`config.mk`:
```
export PLATFORM = sky130hd
export DESIGN_NAME = touch_tap_drag_gesture_top
export DESIGN_NICKNAME = d
export VERILOG_FILES = /design/src/rtl/ttd_pkg.sv /design/src/rtl/ttd_finger_mem.sv /design/src/rtl/touch_tap_drag_gesture_top.sv
export SDC_FILE = /design/constraint.sdc
export NUM_CORES = 2
export LEC_CHECK = 0
export BUFFER_PORTS_ARGS = -buffer_cell sky130_fd_sc_hd__buf_2
export CORE_MARGIN = 4
export CORE_UTILIZATION = 40
export DETAILED_ROUTE_END_ITERATION = 7
export PLACE_DENSITY = 0.56
export SYNTH_ARGS = -nofsm -noshare
export SYNTH_HDL_FRONTEND = slang
export SYNTH_HIERARCHICAL = 1
export SYNTH_SLANG_ARGS = --single-unit
export TNS_END_PERCENT = 1
```
`constraint.sdc`:
```
create_clock -name aclk -period 21.4 [get_ports aclk]
set_input_delay 2.14 -clock aclk [delete_from_list [all_inputs] [get_ports aclk]]
set_output_delay 2.14 -clock aclk [all_outputs]
set_load 0.01 [all_outputs]
```
`src/rtl/ttd_pkg.sv`:
```
`timescale 1ns / 1ps
// ----------------------------------------------------------------------------
// ttd_pkg
// Shared types, constants and helpers of the tap and drag gesture detector.
// ----------------------------------------------------------------------------
package ttd_pkg;

    localparam int FINGER_SLOTS = 5;
    localparam int INPUT_PAIRS  = 5;
    localparam int SLOT_W       = (FINGER_SLOTS > 1) ? $clog2(FINGER_SLOTS) : 1;
    localparam int CNT_W        = $clog2(FINGER_SLOTS + 1);
    localparam int POS_W        = 12;
    localparam int TIME_W       = 32;
    localparam int MOVE_W       = 13;
    localparam int GAIN_W       = 16;
    localparam int HOLD_W       = 16;
    localparam int PROD_W       = POS_W + GAIN_W;
    localparam int CFG_IDX_W    = 2;
    localparam int CFG_DATA_W   = 16;

    localparam logic [CFG_IDX_W-1:0] CFG_TAP_MOVE_LIMIT = 2'd0;
    localparam logic [CFG_IDX_W-1:0] CFG_TAP_TIME_LIMIT = 2'd1;
    localparam logic [CFG_IDX_W-1:0] CFG_MOVE_GAIN      = 2'd2;

    localparam logic [MOVE_W-1:0] TAP_MOVE_RESET = 13'd10;
    localparam logic [HOLD_W-1:0] TAP_TIME_RESET = 16'd200;
    localparam logic [GAIN_W-1:0] MOVE_GAIN_RESET = 16'd256;

    localparam logic EV_MOVE  = 1'b0;
    localparam logic EV_CLICK = 1'b1;

    localparam logic [1:0] BTN_LEFT   = 2'd0;
    localparam logic [1:0] BTN_RIGHT  = 2'd1;
    localparam logic [1:0] BTN_MIDDLE = 2'd2;

    localparam logic signed [7:0] MOVE_MAX = 8'sd127;

    typedef struct packed {
        logic [2:0]        touch_count;
        logic [TIME_W-1:0] time_ms;
        logic [POS_W-1:0]  pos_x0;
        logic [POS_W-1:0]  pos_y0;
        logic [POS_W-1:0]  pos_x1;
        logic [POS_W-1:0]  pos_y1;
        logic [POS_W-1:0]  pos_x2;
        logic [POS_W-1:0]  pos_y2;
        logic [POS_W-1:0]  pos_x3;
        logic [POS_W-1:0]  pos_y3;
        logic [POS_W-1:0]  pos_x4;
        logic [POS_W-1:0]  pos_y4;
    } in_t;

    typedef struct packed {
        logic              event_kind;
        logic signed [7:0] move_dx;
        logic signed [7:0] move_dy;
        logic [1:0]        click_button;
    } out_t;

    // one finger record as held in the record store
    typedef struct packed {
        logic [POS_W-1:0]  start_x;
        logic [POS_W-1:0]  start_y;
        logic [POS_W-1:0]  last_x;
        logic [POS_W-1:0]  last_y;
        logic [TIME_W-1:0] start_time;
    } rec_t;

    typedef enum logic [2:0] {
        ST_IDLE,
        ST_INIT,
        ST_DRAG_RD,
        ST_DRAG_WB,
        ST_DRAG_OUT,
        ST_LIFT,
        ST_CLICK_OUT
    } state_t;

    function automatic logic [POS_W-1:0] absdiff(input logic [POS_W-1:0] a,
                                                 input logic [POS_W-1:0] b);
        absdiff = (a > b) ? (a - b) : (b - a);
    endfunction

    // slots without an input pair read as zero
    function automatic logic [POS_W-1:0] slot_x(input in_t s, input logic [SLOT_W-1:0] slot);
        case (int'(slot))
            0:       slot_x = s.pos_x0;
            1:       slot_x = s.pos_x1;
            2:       slot_x = s.pos_x2;
            3:       slot_x = s.pos_x3;
            4:       slot_x = s.pos_x4;
            default: slot_x = '0;
        endcase
    endfunction

    function automatic logic [POS_W-1:0] slot_y(input in_t s, input logic [SLOT_W-1:0] slot);
        case (int'(slot))
            0:       slot_y = s.pos_y0;
            1:       slot_y = s.pos_y1;
            2:       slot_y = s.pos_y2;
            3:       slot_y = s.pos_y3;
            4:       slot_y = s.pos_y4;
            default: slot_y = '0;
        endcase
    endfunction

endpackage

```
`src/rtl/ttd_finger_mem.sv`:
```
`timescale 1ns / 1ps
// ----------------------------------------------------------------------------
// ttd_finger_mem
// Finger record store: one write port, one read port, registered read data.
// ----------------------------------------------------------------------------
module ttd_finger_mem (
    input  logic                       aclk,
    input  logic                       wr_en,
    input  logic [ttd_pkg::SLOT_W-1:0] wr_addr,
    input  ttd_pkg::rec_t              wr_data,
    input  logic                       rd_en,
    input  logic [ttd_pkg::SLOT_W-1:0] rd_addr,
    output ttd_pkg::rec_t              rd_data
);

    ttd_pkg::rec_t mem [ttd_pkg::FINGER_SLOTS];

    always_ff @(posedge aclk) begin
        if (wr_en) begin
            mem[wr_addr] <= wr_data;
        end
    end

    always_ff @(posedge aclk) begin
        if (rd_en) begin
            rd_data <= mem[rd_addr];
        end
    end

endmodule

```
`src/rtl/touch_tap_drag_gesture_top.sv`:
```
`timescale 1ns / 1ps
// ----------------------------------------------------------------------------
// touch_tap_drag_gesture_top
// Tap and drag gesture detector for multi-touch samples.
//
// Input requests (s_valid/s_ready, s_data) carry one touch sample each: the
// finger count, a millisecond timestamp and five coordinate pairs. Result
// requests (m_valid/m_ready, m_data) carry a mouse move or a button click;
// a sample gives at most one result. The registers tap_move_limit,
// tap_time_limit and move_gain are written through cfg_we/cfg_index/cfg_wdata;
// the user is to write them only while the block is idle, which the block
// itself does not enforce. A sample is registered on entry; the sequencer
// then records each newly landed finger and closes that walk, then takes the
// drag path (read, write back and multiply, clamp) or the lift path, which
// walks the finger records through the single read port of the record store
// one slot a cycle. A sample is taken only when idle.
// Finished results sit in an output register; the next sample is accepted
// while a result waits. If the receiver stalls and a new result is ready,
// the sequencer holds until the output register frees.
// Reset returns the registers to their defaults and clears all finger
// state; the record store itself is not cleared, since every read of it is
// guarded by the session peak and the slot 0 active flag.
// ----------------------------------------------------------------------------
module touch_tap_drag_gesture_top (
    input  logic                           aclk,
    input  logic                           aresetn,
    input  logic                           s_valid,
    output logic                           s_ready,
    input  ttd_pkg::in_t                   s_data,
    output logic                           m_valid,
    input  logic                           m_ready,
    output ttd_pkg::out_t                  m_data,
    input  logic                           cfg_we,
    input  logic [ttd_pkg::CFG_IDX_W-1:0]  cfg_index,
    input  logic [ttd_pkg::CFG_DATA_W-1:0] cfg_wdata
);

    localparam int CNT_W  = ttd_pkg::CNT_W;
    localparam int SLOT_W = ttd_pkg::SLOT_W;
    localparam int POS_W  = ttd_pkg::POS_W;
    localparam int PROD_W = ttd_pkg::PROD_W;

    ttd_pkg::state_t state_reg, state_next;

    ttd_pkg::in_t sample_reg;
    logic [CNT_W-1:0] count_reg, count_next;
    logic [CNT_W-1:0] idx_reg, idx_next;
    logic [CNT_W-1:0] prev_reg, prev_next;
    logic [CNT_W-1:0] peak_reg, peak_next;
    logic active0_reg, active0_next;
    logic drag0_reg, drag0_next;
    logic tap_ok_reg, tap_ok_next;
    logic chk_reg, chk_next;

    logic [PROD_W-1:0] prod_x_reg, prod_y_reg;
    logic neg_x_reg, neg_y_reg;

    logic          m_valid_reg, m_valid_next;
    ttd_pkg::out_t m_data_reg, m_data_next;

    logic [ttd_pkg::MOVE_W-1:0] tap_move_limit_reg;
    logic [ttd_pkg::HOLD_W-1:0] tap_time_limit_reg;
    logic [ttd_pkg::GAIN_W-1:0] move_gain_reg;

    // record store access
    logic              wr_en, rd_en;
    logic [SLOT_W-1:0] wr_addr, rd_addr;
    ttd_pkg::rec_t     wr_data, rd_data;

    ttd_finger_mem u_mem (
        .aclk    (aclk),
        .wr_en   (wr_en),
        .wr_addr (wr_addr),
        .wr_data (wr_data),
        .rd_en   (rd_en),
        .rd_addr (rd_addr),
        .rd_data (rd_data)
    );

    logic accept;
    logic out_free;
    logic [CNT_W-1:0] in_count;

    assign s_ready  = (state_reg == ttd_pkg::ST_IDLE);
    assign accept   = s_valid && s_ready;
    assign out_free = !m_valid_reg || m_ready;
    assign m_valid  = m_valid_reg;
    assign m_data   = m_data_reg;

    always_comb begin
        if (32'(s_data.touch_count) > ttd_pkg::FINGER_SLOTS) begin
            in_count = CNT_W'(ttd_pkg::FINGER_SLOTS);
        end else begin
            in_count = CNT_W'(s_data.touch_count);
        end
    end

    // drag arithmetic on slot 0
    logic [POS_W-1:0] cur_x0, cur_y0;
    logic [POS_W:0]   drag_span;
    logic             moved_x, moved_y;
    logic             drag_now;
    assign cur_x0     = sample_reg.pos_x0;
    assign cur_y0     = sample_reg.pos_y0;
    assign drag_span  = {1'b0, ttd_pkg::absdiff(cur_x0, rd_data.start_x)}
                      + {1'b0, ttd_pkg::absdiff(cur_y0, rd_data.start_y)};
    assign moved_x    = (cur_x0 != rd_data.last_x);
    assign moved_y    = (cur_y0 != rd_data.last_y);
    assign drag_now   = drag0_reg || (drag_span > tap_move_limit_reg);

    // tap check of the record read out last cycle
    logic [POS_W:0]              lift_move;
    logic [ttd_pkg::TIME_W-1:0]  held;
    logic                        slot_pass;
    logic                        tap_now;
    assign lift_move = {1'b0, ttd_pkg::absdiff(rd_data.last_x, rd_data.start_x)}
                     + {1'b0, ttd_pkg::absdiff(rd_data.last_y, rd_data.start_y)};
    assign held      = sample_reg.time_ms - rd_data.start_time;
    assign slot_pass = (lift_move <= tap_move_limit_reg)
                    && (held <= 32'(tap_time_limit_reg));
    assign tap_now   = tap_ok_reg && (!chk_reg || slot_pass);

    // scaled and clamped deltas
    logic [PROD_W-9:0]  mag_x, mag_y;
    logic signed [7:0]  sat_x, sat_y;
    assign mag_x = prod_x_reg[PROD_W-1:8];
    assign mag_y = prod_y_reg[PROD_W-1:8];
    always_comb begin
        sat_x = (mag_x > (PROD_W-8)'(127)) ? ttd_pkg::MOVE_MAX : $signed({1'b0, mag_x[6:0]});
        sat_y = (mag_y > (PROD_W-8)'(127)) ? ttd_pkg::MOVE_MAX : $signed({1'b0, mag_y[6:0]});
        if (neg_x_reg) sat_x = -sat_x;
        if (neg_y_reg) sat_y = -sat_y;
    end

    logic [1:0] button;
    always_comb begin
        case (int'(peak_reg))
            1:       button = ttd_pkg::BTN_LEFT;
            2:       button = ttd_pkg::BTN_RIGHT;
            default: button = ttd_pkg::BTN_MIDDLE;
        endcase
    end

    // next state
    always_comb begin
        state_next = state_reg;
        case (state_reg)
            ttd_pkg::ST_IDLE: begin
                if (accept) state_next = ttd_pkg::ST_INIT;
            end
            ttd_pkg::ST_INIT: begin
                if (idx_reg >= count_reg) begin
                    if (int'(count_reg) == 1 && active0_reg) begin
                        state_next = ttd_pkg::ST_DRAG_RD;
                    end else if (prev_reg != '0 && count_reg == '0) begin
                        state_next = ttd_pkg::ST_LIFT;
                    end else begin
                        state_next = ttd_pkg::ST_IDLE;
                    end
                end
            end
            ttd_pkg::ST_DRAG_RD: state_next = ttd_pkg::ST_DRAG_WB;
            ttd_pkg::ST_DRAG_WB: begin
                if (drag_now && (moved_x || moved_y)) begin
                    state_next = ttd_pkg::ST_DRAG_OUT;
                end else begin
                    state_next = ttd_pkg::ST_IDLE;
                end
            end
            ttd_pkg::ST_DRAG_OUT: begin
                if (out_free) state_next = ttd_pkg::ST_IDLE;
            end
            ttd_pkg::ST_LIFT: begin
                if (idx_reg >= peak_reg) begin
                    state_next = tap_now ? ttd_pkg::ST_CLICK_OUT : ttd_pkg::ST_IDLE;
                end
            end
            ttd_pkg::ST_CLICK_OUT: begin
                if (out_free) state_next = ttd_pkg::ST_IDLE;
            end
            default: state_next = ttd_pkg::ST_IDLE;
        endcase
    end

    // datapath and store control
    always_comb begin
        count_next   = count_reg;
        idx_next     = idx_reg;
        prev_next    = prev_reg;
        peak_next    = peak_reg;
        active0_next = active0_reg;
        drag0_next   = drag0_reg;
        tap_ok_next  = tap_ok_reg;
        chk_next     = chk_reg;
        m_valid_next = m_valid_reg && !m_ready;
        m_data_next  = m_data_reg;
        wr_en        = 1'b0;
        wr_addr      = idx_reg[SLOT_W-1:0];
        wr_data      = rd_data;
        rd_en        = 1'b0;
        rd_addr      = idx_reg[SLOT_W-1:0];
        case (state_reg)
            ttd_pkg::ST_IDLE: begin
                if (accept) begin
                    count_next = in_count;
                    idx_next   = prev_reg;
                end
            end
            ttd_pkg::ST_INIT: begin
                if (idx_reg < count_reg) begin
                    // record the landing of a new finger
                    wr_en              = 1'b1;
                    wr_data.start_x    = ttd_pkg::slot_x(sample_reg, idx_reg[SLOT_W-1:0]);
                    wr_data.start_y    = ttd_pkg::slot_y(sample_reg, idx_reg[SLOT_W-1:0]);
                    wr_data.last_x     = wr_data.start_x;
                    wr_data.last_y     = wr_data.start_y;
                    wr_data.start_time = sample_reg.time_ms;
                    if (idx_reg == '0) begin
                        active0_next = 1'b1;
                        drag0_next   = 1'b0;
                    end
                    if (idx_reg + CNT_W'(1) > peak_reg) peak_next = idx_reg + CNT_W'(1);
                    idx_next = idx_reg + CNT_W'(1);
                end else begin
                    prev_next   = count_reg;
                    idx_next    = '0;
                    chk_next    = 1'b0;
                    tap_ok_next = 1'b1;
                end
            end
            ttd_pkg::ST_DRAG_RD: begin
                rd_en   = 1'b1;
                rd_addr = '0;
            end
            ttd_pkg::ST_DRAG_WB: begin
                // write back the new last position of slot 0
                wr_en          = 1'b1;
                wr_addr        = '0;
                wr_data.last_x = cur_x0;
                wr_data.last_y = cur_y0;
                drag0_next     = drag_now;
            end
            ttd_pkg::ST_DRAG_OUT: begin
                if (out_free) begin
                    m_valid_next              = 1'b1;
                    m_data_next.event_kind    = ttd_pkg::EV_MOVE;
                    m_data_next.move_dx       = sat_x;
                    m_data_next.move_dy       = sat_y;
                    m_data_next.click_button  = ttd_pkg::BTN_LEFT;
                end
            end
            ttd_pkg::ST_LIFT: begin
                tap_ok_next = tap_now;
                if (idx_reg < peak_reg) begin
                    rd_en    = 1'b1;
                    chk_next = 1'b1;
                    idx_next = idx_reg + CNT_W'(1);
                end else begin
                    chk_next = 1'b0;
                    if (!tap_now) begin
                        // drop the session without a click
                        peak_next    = '0;
                        active0_next = 1'b0;
                        drag0_next   = 1'b0;
                    end
                end
            end
            ttd_pkg::ST_CLICK_OUT: begin
                if (out_free) begin
                    m_valid_next             = 1'b1;
                    m_data_next.event_kind   = ttd_pkg::EV_CLICK;
                    m_data_next.move_dx      = '0;
                    m_data_next.move_dy      = '0;
                    m_data_next.click_button = button;
                    peak_next                = '0;
                    active0_next             = 1'b0;
                    drag0_next               = 1'b0;
                end
            end
            default: begin
            end
        endcase
    end

    always_ff @(posedge aclk) begin
        if (!aresetn) begin
            state_reg   <= ttd_pkg::ST_IDLE;
            count_reg   <= '0;
            idx_reg     <= '0;
            prev_reg    <= '0;
            peak_reg    <= '0;
            active0_reg <= 1'b0;
            drag0_reg   <= 1'b0;
            tap_ok_reg  <= 1'b1;
            chk_reg     <= 1'b0;
            m_valid_reg <= 1'b0;
        end else begin
            state_reg   <= state_next;
            count_reg   <= count_next;
            idx_reg     <= idx_next;
            prev_reg    <= prev_next;
            peak_reg    <= peak_next;
            active0_reg <= active0_next;
            drag0_reg   <= drag0_next;
            tap_ok_reg  <= tap_ok_next;
            chk_reg     <= chk_next;
            m_valid_reg <= m_valid_next;
        end
    end

    // payload registers
    always_ff @(posedge aclk) begin
        m_data_reg <= m_data_next;
        if (accept) begin
            sample_reg <= s_data;
        end
        if (state_reg == ttd_pkg::ST_DRAG_WB) begin
            prod_x_reg <= PROD_W'(ttd_pkg::absdiff(cur_x0, rd_data.last_x)) * PROD_W'(move_gain_reg);
            prod_y_reg <= PROD_W'(ttd_pkg::absdiff(cur_y0, rd_data.last_y)) * PROD_W'(move_gain_reg);
            neg_x_reg  <= (cur_x0 < rd_data.last_x);
            neg_y_reg  <= (cur_y0 < rd_data.last_y);
        end
    end

    // configuration registers
    always_ff @(posedge aclk) begin
        if (!aresetn) begin
            tap_move_limit_reg <= ttd_pkg::TAP_MOVE_RESET;
            tap_time_limit_reg <= ttd_pkg::TAP_TIME_RESET;
            move_gain_reg      <= ttd_pkg::MOVE_GAIN_RESET;
        end else if (cfg_we) begin
            case (cfg_index)
                ttd_pkg::CFG_TAP_MOVE_LIMIT: tap_move_limit_reg <= cfg_wdata[ttd_pkg::MOVE_W-1:0];
                ttd_pkg::CFG_TAP_TIME_LIMIT: tap_time_limit_reg <= cfg_wdata;
                ttd_pkg::CFG_MOVE_GAIN:      move_gain_reg      <= cfg_wdata;
                default: begin
                end
            endcase
        end
    end

endmodule

```
==> summary.md <==
| Metric | Value |
|---|---|
| Tot Pwr | between 4 and 5 mW |
| H-tree levels | 3 |
| Final Wtd Congestion | approximately 0.9 |
| Antenna viol nets, final | 0 |
| Post-Syn Instances | ~4600 |
| Largest net degree at the start of global routing | 85 |
| Time the worst path needs with I/O delays and setup | between 8 and 9 ns |
| Number of synthesized flops with an enable pin | approximately 700 |
| Starting Density | 0.404 |
| Number of port buffers | 198 |
| Hold EP | tap_move_limit_reg[8] |
| Yosys warns | 6 |
| Post-synthesis area per instance | between 10 and 15 um^2 |
| Final nets | approximately 5600 |
| RR Startpoint | cur_y0[0] |
| Clk sinks | roughly 760 |
| Netlist Area Pre-Place | just over 0.05 mm^2 |
| Synth unique cells | 93 |
| Final wirelength | ~140000 um |
| Area Overhead vs Synth | 10.8% |
| WP data arrival | between 9 and 10 ns |
| Syn_nets | ~5500 |
| Initial DRC count | around 2600 |
| Cts repair resizes | 0 |
| Worst vdd ir | 65.4 uV |
| Hold path startpoint | tap_move_limit_reg[8] |
| Vias/cell | around 5.4 |
| Slew Limit Headroom | 0.220 |
| Fin. max-slew vios | 0 |
| Count of final setup violators | 0 |
| Placement Rows | between 100 and 150 |
| Post-synthesis register bit count | 758 |
| Pwr dens | 72.7 mW/mm^2 |
| Slowest-stage cell, CP | fa_1 |
| Hold_buf cts | 0 |
| Fin Setup TNS | 0 ns |
| Placed cells | around 6300 |
| Final Hold Fails | 0 |
| Worst-path maximum fanout | 16 |
| Status | finished, final reports clean |
| LEAKAGE | 23.3 nW |
| Hold Path Class | flop to flop |
| Vias in the first global route | ~35000 |
| Initial antenna violation count | 6 |
| GRT overflow | 0 |
| CP endpoint kind | flop |
| Vias | ~35000 |
| Placed wire-length estimate | between 100000 and 150000 um |
| Number of flip-flops in the largest register | 400 |
| Non-filler cells, final | roughly 6500 |
| Worst setup path category | flop to flop |
| Utilization after layout | 0.447 |
| Die Span Y | 365 um |
| DRC | 0 |
| TritonCTS clock tree | done |
| Primary FF master, synth | edfxtp_1 |
| DRT Pass-1 Iters | 8 |
| Layout cells sized above 1 | 0.102 |
| Most common library cell in the layout ignoring fill and taps | edfxtp_1 |
| RR Endpoint | prod_y_reg[27] |
| Number of post-CTS setup repair buffers | 0 |
| Most frequent cells in the layout | edfxtp_1 (693), inv_1 (638), nand2_1 (494), ha_1 (375), fa_1 (293) |
| Startpoint Class | flop |
| Die Area | around 0.13 mm^2 |
| CTS clk-pin slew, worst paths | around 0.06 ns |
| WHS | around 0.47 ns |
| Reg2Reg Depth | 34 |
| Hold Path Depth | 2 |
| TritonCTS Buffers | 84 |
| GRT Resource Usage Total | 0.211 |
| DIE WIDTH | ~360 um |
| Final period utilization | 0.406 |
| Num ports | ~200 |
| Worst slew pin tran | ~1.2 ns |
| Max-Cap Viols | 0 |
| First-pass GRT wire length | 214000 um |
| Setup Skew | ~0.033 ns |
| Root Buffer | clkbuf_16 |
| Worst skew pair latency | ~0.69 ns |
| Register-to-register setup slack | 12.72 ns |
| Max Root-Sink Buffers | 3 |
| Core outline area | 0.126 mm^2 |
| Crit-path most repeated cell | fa_1 |
| Post-synthesis sequential area ratio | 0.434 |
| CP peak stage delay | 0.54 ns |
| WL/cell | 21.6 um |
| Worst path required time | about 22 ns |
| Asr flop ratio synth | 0 |
| Max Clk Rate | roughly 120 MHz |
| RSZ-0062 raised after global routing | no |
where the power goes:
group | switching (mW) | internal (mW)
clock network | 0.621 | 0.854
logic | 0.569 | 0.341
registers | 0.0249 | 1.69
final cells by class:
cell class | instances | area (um^2)
Fill cell | 11699 | 69700
Clock inverter | 53 | 592
Timing Repair Buffer | 264 | 1490
Multi-Input combinational cell | 3030 | 25500
Inverter | 638 | 2390
Tap cell | 1650 | 2060
Antenna cell | 4 | 10.0
Clock buffer | 101 | 2210
Sequential cell | 758 | 22100
worst max-delay path by stage:
stage                 startpoint              end  cells after the start
6_report               cur_y0[0]   prod_y_reg[27]                     34
5_1_grt        u_mem/rd_data[69]        drag0_reg                     33
4_1_cts                cur_y0[0]   prod_y_reg[27]                     34
3_5_place_dp           cur_y0[0]   prod_y_reg[27]                     34
3_3_place_gp           cur_x0[7]   prod_x_reg[27]                     32
2_1_floorplan       state_reg[0]  u_mem/mem[0][0]                      8
synth_stat cells (117+ instances only):
cell type / number / share of area
nor2_1: 148 / 0.011
clkbuf_1: 148 / 0.011
edfxtp_1: 693 / 0.41
a21o_1: 128 / 0.019
nand2_1: 494 / 0.036
inv_1: 638 / 0.047
a21oi_1: 184 / 0.018
nor2b_1: 117 / 0.014
and2_1: 131 / 0.016
fa_1: 293 / 0.12
mux2i_1: 120 / 0.024
o21ai_0: 130 / 0.013
ha_1: 375 / 0.092
kinds of logic (layout without fill, tap and decap cells):
| family | count (synthesis) | count (layout) | share of synthesized area |
|---|---|---|---|
| fa+ha+maj | 668 | 668 | 0.207 |
| other cells | 0 | 4 | 0 |
| xor+xnor | 138 | 138 | 0.0237 |
| simple gates | 1138 | 1138 | 0.108 |
| compound gates | 947 | 947 | 0.132 |
| flops | 758 | 758 | 0.434 |
| mux | 139 | 139 | 0.0279 |
| buf+inv | 853 | 1056 | 0.0668 |
per-stage QoR:
step	setup slack (ns)	instance area [um^2]
final	12.72	56400
after global routing	11.99	56400
after CTS	12.76	56400
after detailed placement	12.84	53600
after global placement	12.92	53600
after floorplan	11.98	50900
per-layer routing:
metal | up-vias | routed length (um) | GRT usage | part of all wire
li1 | 16435 | - | - | -
met1 | 17404 | 62500 | 0.291 | 0.45
met2 | 1027 | 66000 | 0.348 | 0.47
met3 | 178 | 7880 | 0.0264 | 0.056
met4 | 0 | 3990 | 0.0670 | 0.028
met5 | - | 0 | 0 | 0
worst max-delay path, delay by kind of cell, from the launching register on:
family | cells | cell delay (ns)
DFF | 1 | 0.50
and+or+nand+nor | 7 | 1.40
adders and majority gates | 8 | 3.30
muxes | 1 | 0.35
xor gates and xnor gates | 2 | 0.28
AOI/OAI and AO/OA | 10 | 1.93
buffers and inverters | 6 | 0.62
Power figures use the tool's default switching activity.
